<file path="src/crsp_pkg.sv">
// Shared types, widths and helpers for the camera ray unit.
package crsp_pkg;

    localparam int IN_W       = 18;   // click coordinate, Q1.16
    localparam int DX_W       = 17;   // centered coordinate while on screen
    localparam int SCALE_W    = 32;   // unsigned Q16.16 scale factors
    localparam int PROD_W     = 50;   // scale * centered coordinate
    localparam int OFF_W      = 33;   // camera-space offset, signed Q16.16
    localparam int MAG_W      = 32;   // magnitude of one offset component
    localparam int SQ_W       = 64;   // sum of squares
    localparam int ROOT_W     = 32;   // integer square root
    localparam int NUM_W      = 48;   // divider remainder
    localparam int Q_W        = 15;   // normalized component magnitude
    localparam int COEF_W     = 16;   // quaternion coefficient, Q1.14
    localparam int QUAT_W     = 64;
    localparam int UV_W       = 36;   // first cross product
    localparam int T_W        = 54;   // w*uv + u x uv
    localparam int ROT_W      = 42;   // rotated vector
    localparam int POS_W      = 21;   // camera position component, Q10.10
    localparam int POS_SHIFT  = 6;
    localparam int START_W    = 43;   // position + rotated offset
    localparam int OUT_W      = 32;
    localparam int DIR_W      = 16;
    localparam int CFG_IDX_W  = 3;
    localparam int CFG_DATA_W = 64;
    localparam int FRAC_SHIFT = 16;
    localparam int COEF_SHIFT = 14;
    localparam int SQRT_STEPS = 32;
    localparam int DIV_STEPS  = 15;

    localparam int ONE_Q16  = 65536;
    localparam int HALF_Q16 = 32768;
    localparam int ONE_Q14  = 16384;
    localparam int HALF_Q14 = 8192;

    typedef enum logic [CFG_IDX_W-1:0] {
        REG_MODE     = 3'd0,
        REG_POSITION = 3'd1,
        REG_ROTATION = 3'd2,
        REG_ORTHO    = 3'd3,
        REG_TAN      = 3'd4,
        REG_ASPECT   = 3'd5,
        REG_NEAR     = 3'd6,
        REG_FAR      = 3'd7
    } cfg_reg_t;

    typedef logic signed [OFF_W-1:0] off_t;

    typedef struct packed {
        logic       in_view;
        logic       persp;
        off_t [2:0] off;
    } ray_t;

    typedef struct packed {
        logic [SQ_W-1:0] rem;
        logic [SQ_W-1:0] res;
    } root_t;

    typedef struct packed {
        logic [2:0][NUM_W-1:0] rem;
        logic [2:0][Q_W-1:0]   quot;
        logic [ROOT_W-1:0]     root;
    } quot_t;

    function automatic logic [MAG_W-1:0] mag_of(input off_t v);
        logic signed [OFF_W-1:0] n;
        n = -v;
        return v[OFF_W-1] ? n[MAG_W-1:0] : v[MAG_W-1:0];
    endfunction

endpackage

</file>
<file path="src/crsp_sqrt_step.sv">
// One digit step of the pipelined integer square root.
module crsp_sqrt_step #(
    parameter int BIT_POS = crsp_pkg::SQ_W - 2
) (
    input  logic            clk,
    input  logic            rst_n,
    input  logic            en,
    input  logic            valid_in,
    input  crsp_pkg::ray_t  ray_in,
    input  crsp_pkg::root_t acc_in,
    output logic            valid_out,
    output crsp_pkg::ray_t  ray_out,
    output crsp_pkg::root_t acc_out
);

    localparam int W = crsp_pkg::SQ_W;
    localparam logic [W-1:0] BIT = {{(W-1){1'b0}}, 1'b1} << BIT_POS;

    logic            valid_reg;
    crsp_pkg::ray_t  ray_reg;
    crsp_pkg::root_t acc_reg, acc_next;
    logic [W-1:0]    trial;

    always_comb
    begin
        trial = acc_in.res + BIT;
        if (acc_in.rem >= trial)
        begin
            acc_next.rem = acc_in.rem - trial;
            acc_next.res = (acc_in.res >> 1) + BIT;
        end
        else
        begin
            acc_next.rem = acc_in.rem;
            acc_next.res = acc_in.res >> 1;
        end
    end

    always_ff @(posedge clk or negedge rst_n)
    begin
        if (!rst_n)
            valid_reg <= 1'b0;
        else if (en)
            valid_reg <= valid_in;
    end

    always_ff @(posedge clk)
    begin
        if (en)
        begin
            ray_reg <= ray_in;
            acc_reg <= acc_next;
        end
    end

    assign valid_out = valid_reg;
    assign ray_out   = ray_reg;
    assign acc_out   = acc_reg;

endmodule

</file>
<file path="config.mk">
export PLATFORM = sky130hd
export DESIGN_NAME = crsp_sqrt_step
export DESIGN_NICKNAME = d
export VERILOG_FILES = /design/src/crsp_pkg.sv /design/src/crsp_sqrt_step.sv
export SDC_FILE = /design/constraint.sdc
export NUM_CORES = 1
export LEC_CHECK = 0
export ABC_CLOCK_PERIOD_IN_PS = 1300
export BUFFER_PORTS_ARGS = -buffer_cell sky130_fd_sc_hd__buf_2
export CORE_AREA = 2 2 179 181
export CTS_CLUSTER_DIAMETER = 50
export DETAILED_ROUTE_END_ITERATION = 12
export DIE_AREA = 0 0 181 183
export GPL_TIMING_DRIVEN = 0
export HOLD_SLACK_MARGIN = 0.12
export PLACE_DENSITY = 0.76
export REMOVE_ABC_BUFFERS = 1
export SKIP_CTS_REPAIR_TIMING = 1
export SLEW_MARGIN = 25
export SYNTH_ARGS = -nofsm -noshare
export SYNTH_HDL_FRONTEND = slang
export SYNTH_SLANG_ARGS = --single-unit
</file>
<file path="constraint.sdc">
create_clock -name clk -period 1.3 [get_ports clk]
set_input_delay 0.195 -clock clk [delete_from_list [all_inputs] [get_ports clk]]
set_output_delay 0.195 -clock clk [all_outputs]
set_load 0.005 [all_outputs]
</file>
==> key figures <==
Timing
  – Final setup violating endpoints: 77
  – Post-route setup slack: -1.508 ns
  – F_max: 0.3561 GHz
  – Final min period: 2.808 ns
  – Slew Limit Fails: 0
  – Total negative slack: -91.51 ns
  – Slew margin rel.: 56.85%
  – Post-Route Skew: 0 ns
  – Worst-margin pin slew: 0.6413 ns
  – RSZ-0062 raised after global routing: yes
  – Final hold violation count: 2
  – Final worst path period share: 216.0%
  – Hold WS: -0.1861 ns

Placement
  – Hpwl dp: 30.92 mm
  – Input/output buffers: 462
  – Gpl congestion: 0.8458
  – Dpl ws: -2.986 ns

Floorplanning
  – Die Wd: 181 um
  – Core area: 31230 um2
  – I/O Pins: 463
  – Die Span Y: 183 um
  – Die area: 33120 um2
  – Standard-cell rows: 65
  – Initial core utilization: 38.89%

Cells and area
  – Final net count: 2050
  – Fillers: 2365
  – Fraction of layout cells with a size suffix above 1: 39.50%
  – Post-layout util: 62.25%
  – Multi-input logic area: 5415 um2
  – Register area: 6902 um2
  – Layout overhead on the synthesized area: 60.05%

Worst setup path
  – Crit end category: flip-flop
  – Crit-path max FO: 6
  – Critical Path RT: 1.61 ns
  – Worst setup SP type: primary input
  – Critical path arrival: 3.12 ns
  – CP Class: primary input to flip-flop

CTS
  – Htree depth: 1
  – CTS Buffer Depth: 3
  – Worst-path clk slew: 0.06 ns
  – CTS tree: done
  – Worst skew pair latency: 0.56 ns
  – Total CTS buffers: 29
  – CTS Root Cell: clkbuf_16
  – CTS sink cnt: 230

Drt
  – Via Count: 11380
  – Remaining DRCs: 0
  – Drt first pass iters: 5
  – Initial DRC count: 812
  – WL final: 45.72 mm
  – Antenna Nets Post-Route: 0
  – Vias per Instance: 5.230
  – Drt wl/cell: 21.01 um

Logic synthesis
  – Post-Syn Area: 12150 um2
  – Asr flop ratio synth: 0.4348%
  – Mean Syn Cell Area: 11.89 um2
  – Ys Warns: 0
  – Post-Synthesis Cells: 1022
  – Post-synth cell types: 68
  – Number of synthesized register bits: 230
  – Sequential share of the synthesized area: 56.82%
  – Primary FF master, synth: edfxtp_1
  – Number of flops mapped to enable cells by yosys: 229

Run status
  – Violated checks: negative hold slack, negative setup slack
  – Status: finished with violations

Global route
  – Largest net degree at the start of global routing: 101
  – Vias in the first global route: 9903
  – Initial antenna violation count: 7
  – First-pass GRT wire length: 57.18 mm
  – GRT Total Usage: 22.28%
  – Gr ovfl total: 0

Min path
  – Hold Path Class: primary input to flip-flop

Pwr
  – Peak supply drop: 0.9786 mV
  – Lkg Pwr: 8.522 nW
  – PwrDens: 1223 nW/um2

Flow run
  – Max cap viols: 0
[cells in the mapped netlist (5+ instances only)]
library cell | number | area (um2)
edfxtp_1 | 229 | 6877
a21oi_1 | 101 | 505.5
inv_1 | 87 | 326.6
nand2_1 | 69 | 259.0
ha_1 | 64 | 800.8
nor2_1 | 60 | 225.2
o21ai_0 | 42 | 210.2
a21o_1 | 41 | 307.8
xnor2_1 | 39 | 341.6
mux2_1 | 33 | 371.6
clkbuf_1 | 25 | 93.84
nand4_1 | 21 | 131.4
mux2_2 | 19 | 214.0
o21bai_1 | 17 | 127.6
xor2_1 | 17 | 148.9
nor3_1 | 16 | 80.08
nand3_1 | 10 | 50.05
o21ai_1 | 9 | 45.04
o211ai_1 | 8 | 60.06
nor2b_1 | 7 | 43.79
a211oi_1 | 6 | 45.04
and4_1 | 6 | 52.55
nand2b_1 | 6 | 37.54
a21boi_0 | 5 | 37.54
a31oi_1 | 5 | 31.28
o2111ai_1 | 5 | 43.79
[routing by layer]
metal  wire (um)  global-route usage, %  vias to the layer above
li1            -                      -                     5273
met1       18360                  28.55                     5484
met2       22410                  37.52                      513
met3        3453                  5.778                      102
met4        1443                  6.211                        8
met5          55                      0                        -
[registers in the layout, summed over array words and instances, names as in the netlist]
register   cells
acc_out      128
ray_out      101
valid_out      1
[area by class of cell]
cell class                 count  area share [%]
clock inverter                17           1.133
timing repair buffer         735           27.37
tap                          402           2.587
antenna                        2         0.02574
inverter                      87           1.706
clock buffer                  34           3.829
multi-input combinational    669           27.85
sequential                   230           35.50
[power breakdown]
group	internal [W]	switching, W
logic	0.00325	0.00313
registers	0.00907	0.000210
clock network	0.00477	0.00336
total	0.0171	0.00669
[cell usage in the layout, fill, tap and decap left out, types with 6 or more instances in the layout]
cell           count
o21ai_1           11
mux2_4            44
a21oi_2           14
nor2b_1            6
buf_2            453
edfxtp_1         229
mux2_1             7
ha_4               8
xor2_1            17
xnor2_1           39
nand4_1           21
dlygate4sd3_1    227
ha_1              43
o211ai_1           8
ha_2              13
inv_1             85
a21o_1            41
nor2_2             8
nand3_1            8
a21oi_1           86
o21ai_0           34
nor2_1            48
nor3_1            11
buf_4             20
o21bai_1          17
clkbuf_16         37
nand2_1           66
buf_6             14
[worst max-delay path, stage by stage]
cell and delay (ns):
buf_8 0.09, inv_4 0.03, ha_4 0.15, fa_2 0.38, nand2b_4 0.18, a21oi_4 0.23, o21ai_4 0.09, o21ba_4 0.26
a31oi_4 0.21, o211ai_1 0.21, a31oi_4 0.23, clkbuf_16 0.21, buf_12 0.16, clkbuf_16 0.17, mux2_4 0.31
[path summary, 6_finish.rpt]
kind                                  startpoint                    end  slack [ns]  cells past startpoint
setup / recovery                      acc_in[64]  acc_out[82]$_DFFE_PP_       -1.51                     15
hold / removal                         acc_in[5]   acc_out[4]$_DFFE_PP_       -0.19                      1
setup reg to reg           valid_out$_DFFE_PN0P_  valid_out$_DFFE_PN0P_        0.55                      1
hold reg to reg            valid_out$_DFFE_PN0P_  valid_out$_DFFE_PN0P_        0.53                      1
max in group asynchronous                  rst_n  valid_out$_DFFE_PN0P_        0.73                      3
min in group asynchronous                  rst_n  valid_out$_DFFE_PN0P_        0.47                      3
[kinds of logic after synthesis]
group | after synthesis | share of synthesized area [%]
AOI/OAI and AO/OA | 272 | 14.35
xor gates and xnor gates | 56 | 4.038
adders and majority gates | 65 | 6.757
buffers and inverters | 123 | 4.182
DFF | 230 | 56.82
muxes | 53 | 4.903
and+or+nand+nor | 223 | 8.952
[per-stage QoR]
stage / instance area (um2) / total power (W) / cells
after detailed placement: 14970 / 0.01395 / 1856
after global routing: 19440 / 0.02466 / 2175
after global placement: 14780 / 0.01372 / 1850
after floorplan: 11970 / 0.01182 / 986
after CTS: 15940 / 0.02203 / 1907
final: 19440 / 0.02378 / 2176
Note: power is estimated with default switching activity, not from simulation.
