### src/crsp_pkg.sv
// Shared types, widths and helpers for the camera ray unit.
package crsp_pkg;

    localparam int IN_W       = 18;   // click coordinate, Q1.16
    localparam int DX_W       = 17;   // centered coordinate while on screen
    localparam int SCALE_W    = 32;   // unsigned Q16.16 scale factors
    localparam int PROD_W     = 50;   // scale * centered coordinate
    localparam int OFF_W      = 33;   // camera-space offset, signed Q16.16
    localparam int MAG_W      = 32;   // magnitude of one offset component
    localparam int SQ_W       = 64;   // sum of squares
    localparam int ROOT_W     = 32;   // integer square root
    localparam int NUM_W      = 48;   // divider remainder
    localparam int Q_W        = 15;   // normalized component magnitude
    localparam int COEF_W     = 16;   // quaternion coefficient, Q1.14
    localparam int QUAT_W     = 64;
    localparam int UV_W       = 36;   // first cross product
    localparam int T_W        = 54;   // w*uv + u x uv
    localparam int ROT_W      = 42;   // rotated vector
    localparam int POS_W      = 21;   // camera position component, Q10.10
    localparam int POS_SHIFT  = 6;
    localparam int START_W    = 43;   // position + rotated offset
    localparam int OUT_W      = 32;
    localparam int DIR_W      = 16;
    localparam int CFG_IDX_W  = 3;
    localparam int CFG_DATA_W = 64;
    localparam int FRAC_SHIFT = 16;
    localparam int COEF_SHIFT = 14;
    localparam int SQRT_STEPS = 32;
    localparam int DIV_STEPS  = 15;

    localparam int ONE_Q16  = 65536;
    localparam int HALF_Q16 = 32768;
    localparam int ONE_Q14  = 16384;
    localparam int HALF_Q14 = 8192;

    typedef enum logic [CFG_IDX_W-1:0] {
        REG_MODE     = 3'd0,
        REG_POSITION = 3'd1,
        REG_ROTATION = 3'd2,
        REG_ORTHO    = 3'd3,
        REG_TAN      = 3'd4,
        REG_ASPECT   = 3'd5,
        REG_NEAR     = 3'd6,
        REG_FAR      = 3'd7
    } cfg_reg_t;

    typedef logic signed [OFF_W-1:0] off_t;

    typedef struct packed {
        logic       in_view;
        logic       persp;
        off_t [2:0] off;
    } ray_t;

    typedef struct packed {
        logic [SQ_W-1:0] rem;
        logic [SQ_W-1:0] res;
    } root_t;

    typedef struct packed {
        logic [2:0][NUM_W-1:0] rem;
        logic [2:0][Q_W-1:0]   quot;
        logic [ROOT_W-1:0]     root;
    } quot_t;

    function automatic logic [MAG_W-1:0] mag_of(input off_t v);
        logic signed [OFF_W-1:0] n;
        n = -v;
        return v[OFF_W-1] ? n[MAG_W-1:0] : v[MAG_W-1:0];
    endfunction

endpackage

### src/crsp_div_step.sv
// One restoring-division step for the three normalization lanes.
module crsp_div_step #(
    parameter int SHIFT = crsp_pkg::Q_W - 1
) (
    input  logic            clk,
    input  logic            rst_n,
    input  logic            en,
    input  logic            valid_in,
    input  crsp_pkg::ray_t  ray_in,
    input  crsp_pkg::quot_t acc_in,
    output logic            valid_out,
    output crsp_pkg::ray_t  ray_out,
    output crsp_pkg::quot_t acc_out
);

    localparam int NUM_W = crsp_pkg::NUM_W;

    logic            valid_reg;
    crsp_pkg::ray_t  ray_reg;
    crsp_pkg::quot_t acc_reg, acc_next;
    logic [NUM_W-1:0] den;

    // divisor is 2*root
    assign den = NUM_W'({acc_in.root, 1'b0}) << SHIFT;

    always_comb
    begin
        acc_next = acc_in;
        for (int i = 0; i < 3; i++)
        begin
            if (acc_in.rem[i] >= den)
            begin
                acc_next.rem[i]        = acc_in.rem[i] - den;
                acc_next.quot[i][SHIFT] = 1'b1;
            end
        end
    end

    always_ff @(posedge clk or negedge rst_n)
    begin
        if (!rst_n)
            valid_reg <= 1'b0;
        else if (en)
            valid_reg <= valid_in;
    end

    always_ff @(posedge clk)
    begin
        if (en)
        begin
            ray_reg <= ray_in;
            acc_reg <= acc_next;
        end
    end

    assign valid_out = valid_reg;
    assign ray_out   = ray_reg;
    assign acc_out   = acc_reg;

endmodule

### config.mk
export PLATFORM = sky130hd
export DESIGN_NAME = crsp_div_step
export DESIGN_NICKNAME = d
export VERILOG_FILES = /design/src/crsp_pkg.sv /design/src/crsp_div_step.sv
export SDC_FILE = /design/constraint.sdc
export NUM_CORES = 1
export LEC_CHECK = 0
export BUFFER_PORTS_ARGS = -buffer_cell sky130_fd_sc_hd__buf_2
export CAP_MARGIN = 20
export CORE_AREA = 2 2 254 256
export DETAILED_ROUTE_END_ITERATION = 6
export DIE_AREA = 0 0 256 258
export GPL_ROUTABILITY_DRIVEN = 0
export PLACE_DENSITY_LB_ADDON = 0.12
export SLEW_MARGIN = 20
export SYNTH_ARGS = -nofsm -noshare
export SYNTH_HDL_FRONTEND = slang
export SYNTH_SLANG_ARGS = --single-unit
### constraint.sdc
create_clock -name clk -period 0.8 [get_ports clk]
set_input_delay 0.16 -clock clk [delete_from_list [all_inputs] [get_ports clk]]
set_output_delay 0.16 -clock clk [all_outputs]
set_load 0.02 [all_outputs]
==> impl_results.md, run 1 <==
- Fin crit share: 3.508
- Synth top area share: 0.6002
- TritonCTS clock tree: built
- Worst relative slew slack: 0.4593
- Maximum fanout along the worst path: 6
- Crit path arrival time: 3.11 ns
- Area of the core: 0.06365 mm2
- Status: finished, violations left
- Static Leakage: 14.10 nW
- Syn_nets: 1,730
- Hold Crit Endpoint: acc_out[76]
- Vias in the first global route: 17,140
- Sw frac: 0.2923
- Hold WS: -0.07985 ns
- Top FF cell, synth: edfxtp_1
- Final hold vios: 1
- Violated checks: hold timing, setup timing
- Synth cell types: 66
- Max IR drop VDD: 1.385 mV
- Crit path capture type: register
- Max-Cap Viols: 0
- Total power: 0.05937 W
- # setup viols final: 425
- DR vias: 16,230
- CTS H-tree depth: 2
- Switching pwr: 0.01736 W
- DIE AREA: 0.06605 mm2
- Layout cells sized above 1: 0.5131
- DRT Pass-1 Iters: 4
- Wire per inst: 19.74 um
- DRC violations left: 0
- FF-to-FF path depth: 1
- HP Start: acc_in[76]
- Power Internal: 0.04202 W
- Final Max Slew Viols: 0
- Die Ht: 258 um
- R2R setup slack: 0.03 ns
- Antenna violations before repair: 12
- # clock sinks: 323
- Synth top area cells: edfxtp_1 (60%), ha_1 (7.5%), a21oi_1 (3.4%), a21o_1 (3.2%), o21ai_0 (3.0%)
- Gate Count Post-Synth: 1,305
- CTS clock-pin slew for the worst setup and hold paths: 0.06 ns
- Clk buf depth: 3
- Power share of the clock group: 0.312
- Yosys warnings: 0
- Detailed router's first-iteration violation count: 696
- Via/cell ratio: 4.440
- Sequential Power Share: 0.364
- Dpl cells: 3,198
- Largest net degree at the start of global routing: 30
- Clk Latency, worst-skew pair: 0.55 ns
- Unrepaired setup endpoints after global routing: true
- R2R Path End: valid_out
- Non-Filler Instances: 3,654
- Total Routed Length: 72,120 um
- Clock Tree Root: clkbuf_16
- Fmax: 356.4 MHz
- Final instance area: 0.03187 mm2
- Pre-CTS WS: -2.728 ns
- Number of enable flip-flop cells after synthesis: 322
- #FFs+latches synth: 323
- Share of async-settable or async-resettable flops after synthesis: 0.003096
- Hold-fix buffers, CTS: 307
- Critical Path RT: 1.10 ns
- First-pass GRT wire length: 104,800 um
- Hold Path Cell Cnt: 2
- ANT nets after route: 0
- Die X: 256 um
- Port bufs: 648
- Worst setup SP type: input port
- Placed Instance Area: 0.02395 mm2
- R2R Path Start: valid_out
- Register area share after synthesis: 0.6017
- Nets: 3,188
- P per Cell Area: 1863 mW/mm2
- Area Overhead vs Synth: 97.85%
- Crit path time final: 2.806 ns
- Worst-margin pin slew: 0.8026 ns
- Num CTS Buffers: 39
- # IOs: 649
- Yosys top cell by area: edfxtp_1
- Type of the worst setup path: in -> reg
- Comb power frac: 0.324
- Syn Area/Cell: 12.35 um2
- Total GRT Usage: 0.2118
- Congestion Overflow GR: 0
- Dpl hpwl: 55,190 um
- # rows: 93
- Starting density of the core: 0.2531
- Worst min-delay path class: in -> reg
- Setup ws final: -2.006 ns
- Post-synthesis cell area: 0.01611 mm2
- Final Skew: 0 ns
==> placed cells by master (no fill, tap or decap), types with 10 or more instances in the layout <==
cell,netlist,layout
buf_2,6,428
buf_4,0,412
edfxtp_1,322,322
dlygate4sd3_1,0,307
buf_6,2,253
nand2_1,107,84
a21oi_1,109,81
ha_1,96,76
a21o_1,69,69
nor2_1,75,54
xnor2_1,43,43
inv_1,56,42
o21ai_2,0,41
xor2_1,41,41
clkbuf_16,0,41
o21ai_1,8,31
o21ai_0,96,28
buf_12,0,27
a21oi_2,1,26
nand4_1,21,21
ha_4,0,19
nand3_1,19,17
mux2_4,0,14
buf_8,0,14
nor2_4,0,13
nand2b_1,15,13
nand2_2,0,13
buf_16,0,11
o21bai_1,10,10
nor2b_1,12,10
o21a_1,10,10
nand2_4,0,10
==> state kept, by name, summed over array words and instances (netlist names) <==
| signal | cells |
|---|---|
| acc_out | 221 |
| ray_out | 101 |
| valid_out | 1 |
==> final cells by class <==
class	instances	area [um2]
clock inverters	20	256.5
diodes	8	20.02
multi-input cells	891	7323
flip-flops and latches	323	9696
well taps	855	1070
clock buffers	49	1056
fillers	5756	31780
repair buffers	1452	12210
inverters	56	242.7
==> metrics by stage <==
| step | utilization | TNS (ns) |
|---|---|---|
| 2_1_floorplan | - | -189.79 |
| 4_1_cts | 0.4921 | -336.53 |
| 6_report | 0.5008 | -324.97 |
| 5_1_grt | 0.5007 | -350.98 |
| 3_5_place_dp | 0.3762 | -316.66 |
| 3_3_place_gp | 0.3762 | -316.10 |
==> power groups by stage <==
stage	sequential (W)	clock, W	combinational, W
after global routing	0.0217	0.0198	0.0205
after CTS	0.0215	0.0192	0.0188
final	0.0216	0.0185	0.0192
after floorplan	0.0239	0	0.00476
after global placement	0.0216	0	0.0143
after detailed placement	0.0216	0	0.0143
==> cell families (layout without fill, tap and decap cells) <==
group | Yosys count | in the layout | synth area share
AND/OR/NAND/NOR | 313 | 313 | 0.09195
buffers and inverters | 91 | 1577 | 0.02268
XOR/XNOR | 84 | 84 | 0.04567
AO/OA/AOI/OAI | 374 | 374 | 0.1452
flip-flops | 323 | 323 | 0.6017
multiplexers | 21 | 21 | 0.01445
other | 0 | 8 | 0
adder cells (fa/ha/maj) | 99 | 99 | 0.07829
==> how the worst max path moves through the flow <==
stage	start	endpoint	slack [ns]	cells past startpoint
after global placement	acc_in[8]	acc_out[122]	-2.78	14
after global routing	acc_in[4]	acc_out[108]	-2.07	14
final	acc_in[4]	acc_out[100]	-2.01	14
after detailed placement	acc_in[8]	acc_out[122]	-2.73	14
after floorplan	acc_in[4]	acc_out[100]	-2.37	12
after CTS	acc_in[4]	acc_out[100]	-1.98	14
==> synth_stat cells, drive strengths merged, types with 11 or more instances <==
cell,instances
clkbuf,27
xor2,41
edfxtp,322
nand2,107
nand4,21
nor2b,12
inv,56
nand2b,15
xnor2,43
a21o,69
nor3,16
ha,96
mux2,18
nor2,75
a31oi,11
nand3,19
a21oi,110
o21ai,104
==> layer usage <==
| layer | global-route usage | part of all wire | up-vias |
|---|---|---|---|
| li1 | - | - | 7868 |
| met1 | 0.2397 | 0.39 | 7722 |
| met2 | 0.3785 | 0.50 | 494 |
| met3 | 0.05310 | 0.060 | 131 |
| met4 | 0.08739 | 0.041 | 10 |
| met5 | 0.01709 | 0.0029 | - |
==> critical path, cell delays in order <==
cell and delay, ns:
buf_8 0.08, clkinvlp_4 0.09, ha_4 0.23, a21oi_4 0.14
nor2_1 0.05, o21a_1 0.18, o41a_1 0.41, o21a_1 0.25
a2111o_1 0.43, and2_4 0.17, a2111oi_4 0.29, buf_6 0.19
buf_12 0.14, mux2_4 0.29
==> what timing repair did <==
action                                 in CTS  in global routing
cloned                                     16                  0
buffers inserted                           52                 20
resized for setup                         640                168
setup endpoints to repair                 425                425
pin swaps                                 100                 42
endpoints found under the hold margin     307                  1
(Power assumes the default switching activity.)
==> run 2, diff against run 1 <==
--- a/config.mk
+++ b/config.mk
@@ -5,12 +5,14 @@
 export SDC_FILE = /design/constraint.sdc
 export NUM_CORES = 1
 export LEC_CHECK = 0
+export ABC_AREA = 1
 export BUFFER_PORTS_ARGS = -buffer_cell sky130_fd_sc_hd__buf_2
 export CAP_MARGIN = 20
-export CORE_AREA = 2 2 254 256
+export CORE_AREA = 2 2 249 251
 export DETAILED_ROUTE_END_ITERATION = 6
-export DIE_AREA = 0 0 256 258
+export DIE_AREA = 0 0 251 253
 export GPL_ROUTABILITY_DRIVEN = 0
+export HOLD_SLACK_MARGIN = 0.15
 export PLACE_DENSITY_LB_ADDON = 0.12
 export SLEW_MARGIN = 20
 export SYNTH_ARGS = -nofsm -noshare
==> constraint.sdc (replaced) <==
create_clock -name clk -period 3 [get_ports clk]
set_input_delay 0.6 -clock clk [delete_from_list [all_inputs] [get_ports clk]]
set_output_delay 0.6 -clock clk [all_outputs]
set_load 0.02 [all_outputs]
==> run 2 against run 1 <==
  * The flow now finishes without violations
  * Sequential share of layout area is 6.8 points higher
  * Global-route usage grew 5.3 points
  * Hold slack better by 0.26 ns
  * Total power shrank 76%
  * Critical path type unchanged
  * Sequential power down 73%
==> impl_results.md, run 2 <==
- Status: completed
- Via/cell ratio: 4.710 (+6.1%)
- Synth top area cells: edfxtp_1 (49%), nand2_1 (19%), inv_1 (8.8%), ha_1 (6.1%), nand3_1 (5.0%)
- Static Leakage: 13.80 nW (-2.2%)
- Dpl hpwl: 72,270 um (+31%)
- Number of enable flip-flop cells after synthesis: 322 (unchanged)
- Final instance area: 0.02603 mm2 (-18%)
- Final Skew: 0 ns (unchanged)
- # IOs: 649 (unchanged)
- Worst min-delay path class: in -> reg
- Starting density of the core: 0.3205 (+0.06737)
- Buf/Inv on CP: 3 (-1)
- Total Routed Length: 86,690 um (+20%)
- Most numerous cell in the Yosys netlist: nand2_1
- FF/Latch Area: 0.009694 mm2 (about the same)
- Util after Layout: 0.4266 (-0.07421)
- CTS H-tree depth: 2 (unchanged)
- Final hold vios: 0 (-1)
- Port bufs: 648 (unchanged)
- Crit-path cells: buf_2 -> inv_1 -> buf_12 -> ha_1 -> nand2_1 -> nor2_2 -> nand2_1 -> nor2_4 -> nand3_1 -> nand3_2 -> nand2_4 -> nand3_1 -> nand2_1
- Clock Tree Root: clkbuf_16
- First-pass GRT wire length: 121,300 um (+16%)
- Top cell by count, worst path: nand2_1
- Max-Cap Viols: 0 (unchanged)
- # setup viols final: 0 (-100%)
- Pre-CTS WS: 0.05566 ns (+2.784 ns)
- DRT Pass-1 Iters: 5 (+1)
- Hold WS: 0.1779 ns (+0.2578 ns)
- DRC violations left: 0 (unchanged)
- Post-synthesis cell area: 0.01956 mm2 (+21%)
- Synth top area share: 0.4944 (-0.1058)
- Clk buf depth: 3 (unchanged)
- Largest net degree at the start of global routing: 95 (+220%)
- Die X: 251 um (-2.0%)
- Crit path capture type: register
- Worst-margin pin slew: 0.6193 ns (-0.1833 ns)
- Gate Count Post-Synth: 2,440 (+87%)
- Share of async-settable or async-resettable flops after synthesis: 0.003096 (unchanged)
- Placed Instance Area: 0.02430 mm2 (+1.5%)
- Vias in the first global route: 18,040 (+5.3%)
- CTS clock-pin slew for the worst setup and hold paths: 0.06 ns (about the same)
- Clk Latency, worst-skew pair: 0.58 ns (+0.03 ns)
- Worst path top cell family by delay: simple AND/OR/NAND/NOR gates
- Setup ws final: 0.6399 ns (+2.646 ns)
- #FFs+latches synth: 323 (unchanged)
- Crit path arrival time: 2.68 ns (-0.43 ns)
- # clock sinks: 323 (unchanged)
- Top FF cell, synth: edfxtp_1
- Fmax: 423.7 MHz
- Unrepaired setup endpoints after global routing: false
- Max IR drop VDD: 0.4851 mV (-65%)
- Syn_nets: 2,865 (+66%)
- Detailed router's first-iteration violation count: 1,460 (+110%)
- Yosys top cell by area: edfxtp_1
- Maximum fanout along the worst path: 33 (+27)
- Fin crit share: 0.7867
- Most common cell after layout, fill and taps aside: nand2_1
- # fillers: 6,241 (+8.4%)
- Die Ht: 253 um (-1.9%)
- Type of the worst setup path: in -> reg
- Setup TNS: 0 ns (+324.97 ns)
- Final Max Slew Viols: 0 (unchanged)
- Crit path time final: 2.360 ns
- # rows: 91 (-2.2%)
- Worst setup SP type: input port
- Multi-input gate area: 0.007873 mm2 (+7.5%)
- Area of the core: 0.06103 mm2 (-4.1%)
- Synth cell types: 33 (-50%)
- Congestion Overflow GR: 0 (unchanged)
- Wire per inst: 21.51 um (+9.0%)
- P per Cell Area: 545.0 mW/mm2 (-71%)
- Critical Path RT: 3.32 ns (+2.22 ns)
- Num CTS Buffers: 40 (+2.6%)
- Syn Area/Cell: 8.016 um2 (-35%)
- Largest register FFs: 221 (unchanged)
- Layout cells sized above 1: 0.2471 (-0.2660)
- Total GRT Usage: 0.2650 (+0.05322)
- ANT nets after route: 0 (unchanged)
- Nets: 3,629 (+14%)
- Area Overhead vs Synth: 33.10%
- Most frequent cells in the layout: nand2_1 (1,007), buf_2 (647), inv_1 (459), edfxtp_1 (322), nand3_1 (194)
- Slowest-stage cell, CP: ha_1
- Post-synth top cells: nand2_1 (1,007), inv_1 (459), edfxtp_1 (322)
- CP peak stage delay: 0.36 ns (-0.07 ns)
- Register area share after synthesis: 0.4956 (-0.1061)
- Yosys warnings: 0 (unchanged)
- DIE AREA: 0.06350 mm2 (-3.9%)
- TritonCTS clock tree: built
- Antenna violations before repair: 28 (+16)
- DR vias: 18,980 (+17%)
- Worst relative slew slack: 0.5871 (+0.1278)
[run 2: cell count changes in the layout (fill, tap and decap cells not counted), moves of 40 or more]
cell	previous run	this run
nand3_1	17	194
buf_4	412	32
o21ai_2	41	0
buf_6	253	0
nand2_1	84	1007
dlygate4sd3_1	307	46
inv_1	42	459
nor2_1	54	142
xnor2_1	43	3
buf_2	428	647
a21o_1	69	2
[run 2: through the flow]
step / power, W / std cells
6_report: 0.01419 / 4030
5_1_grt: 0.01484 / 4026
4_1_cts: 0.01431 / 4024
3_5_place_dp: 0.009502 / 3906
3_3_place_gp: 0.009510 / 3906
2_1_floorplan: 0.007835 / 2440
[run 2: what timing repair did]
item                                   in CTS  in global routing
buffers inserted                            0                  0
hold buffers                               46                  0
endpoints found under the hold margin      46                  0
resized for setup                           0                  0
[run 2: area by class of cell]
type,instances,area share
timing repair buffer,752,0.1719
antenna,6,0.0005768
sequential,323,0.3724
clock inverter,26,0.008988
inverter,461,0.06647
multi-input combinational,1626,0.3024
tap,790,0.03797
clock buffer,46,0.03932
[run 2: kinds of logic after synthesis]
kind of cell | synth area share
mux | 0.0005757
flops | 0.4956
buf+inv | 0.1018
simple gates | 0.2989
fa+ha+maj | 0.06448
xor+xnor | 0.02015
compound gates | 0.01842
[run 2: final timing paths]
kind                            startpoint      endpoint  slack, ns  cells past startpoint
worst max-delay path            acc_in[16]  acc_out[163]       0.64                     13
worst min-delay path            ray_in[85]   ray_out[85]       0.18                      1
worst max register to register   valid_out     valid_out       2.25                      1
worst min register to register   valid_out     valid_out       0.53                      1
max in group asynchronous            rst_n     valid_out       2.57                      2
min in group asynchronous            rst_n     valid_out       0.34                      2
[run 2: metal layers]
layer,global-route usage,vias up,share of wire
li1,-,9198,-
met1,0.3494,8825,0.43
met5,0,-,0.0011
met3,0.08213,138,0.099
met4,0.08418,14,0.031
met2,0.4150,805,0.44
[run 2: power breakdown]
group / switching [W] / internal (W) / leakage (nW)
clock: 0.00213 / 0.00258 / 0.593
combinational: 0.00252 / 0.00122 / 10.0
sequential: 0.000205 / 0.00553 / 3.16
total: 0.00486 / 0.00933 / 13.8
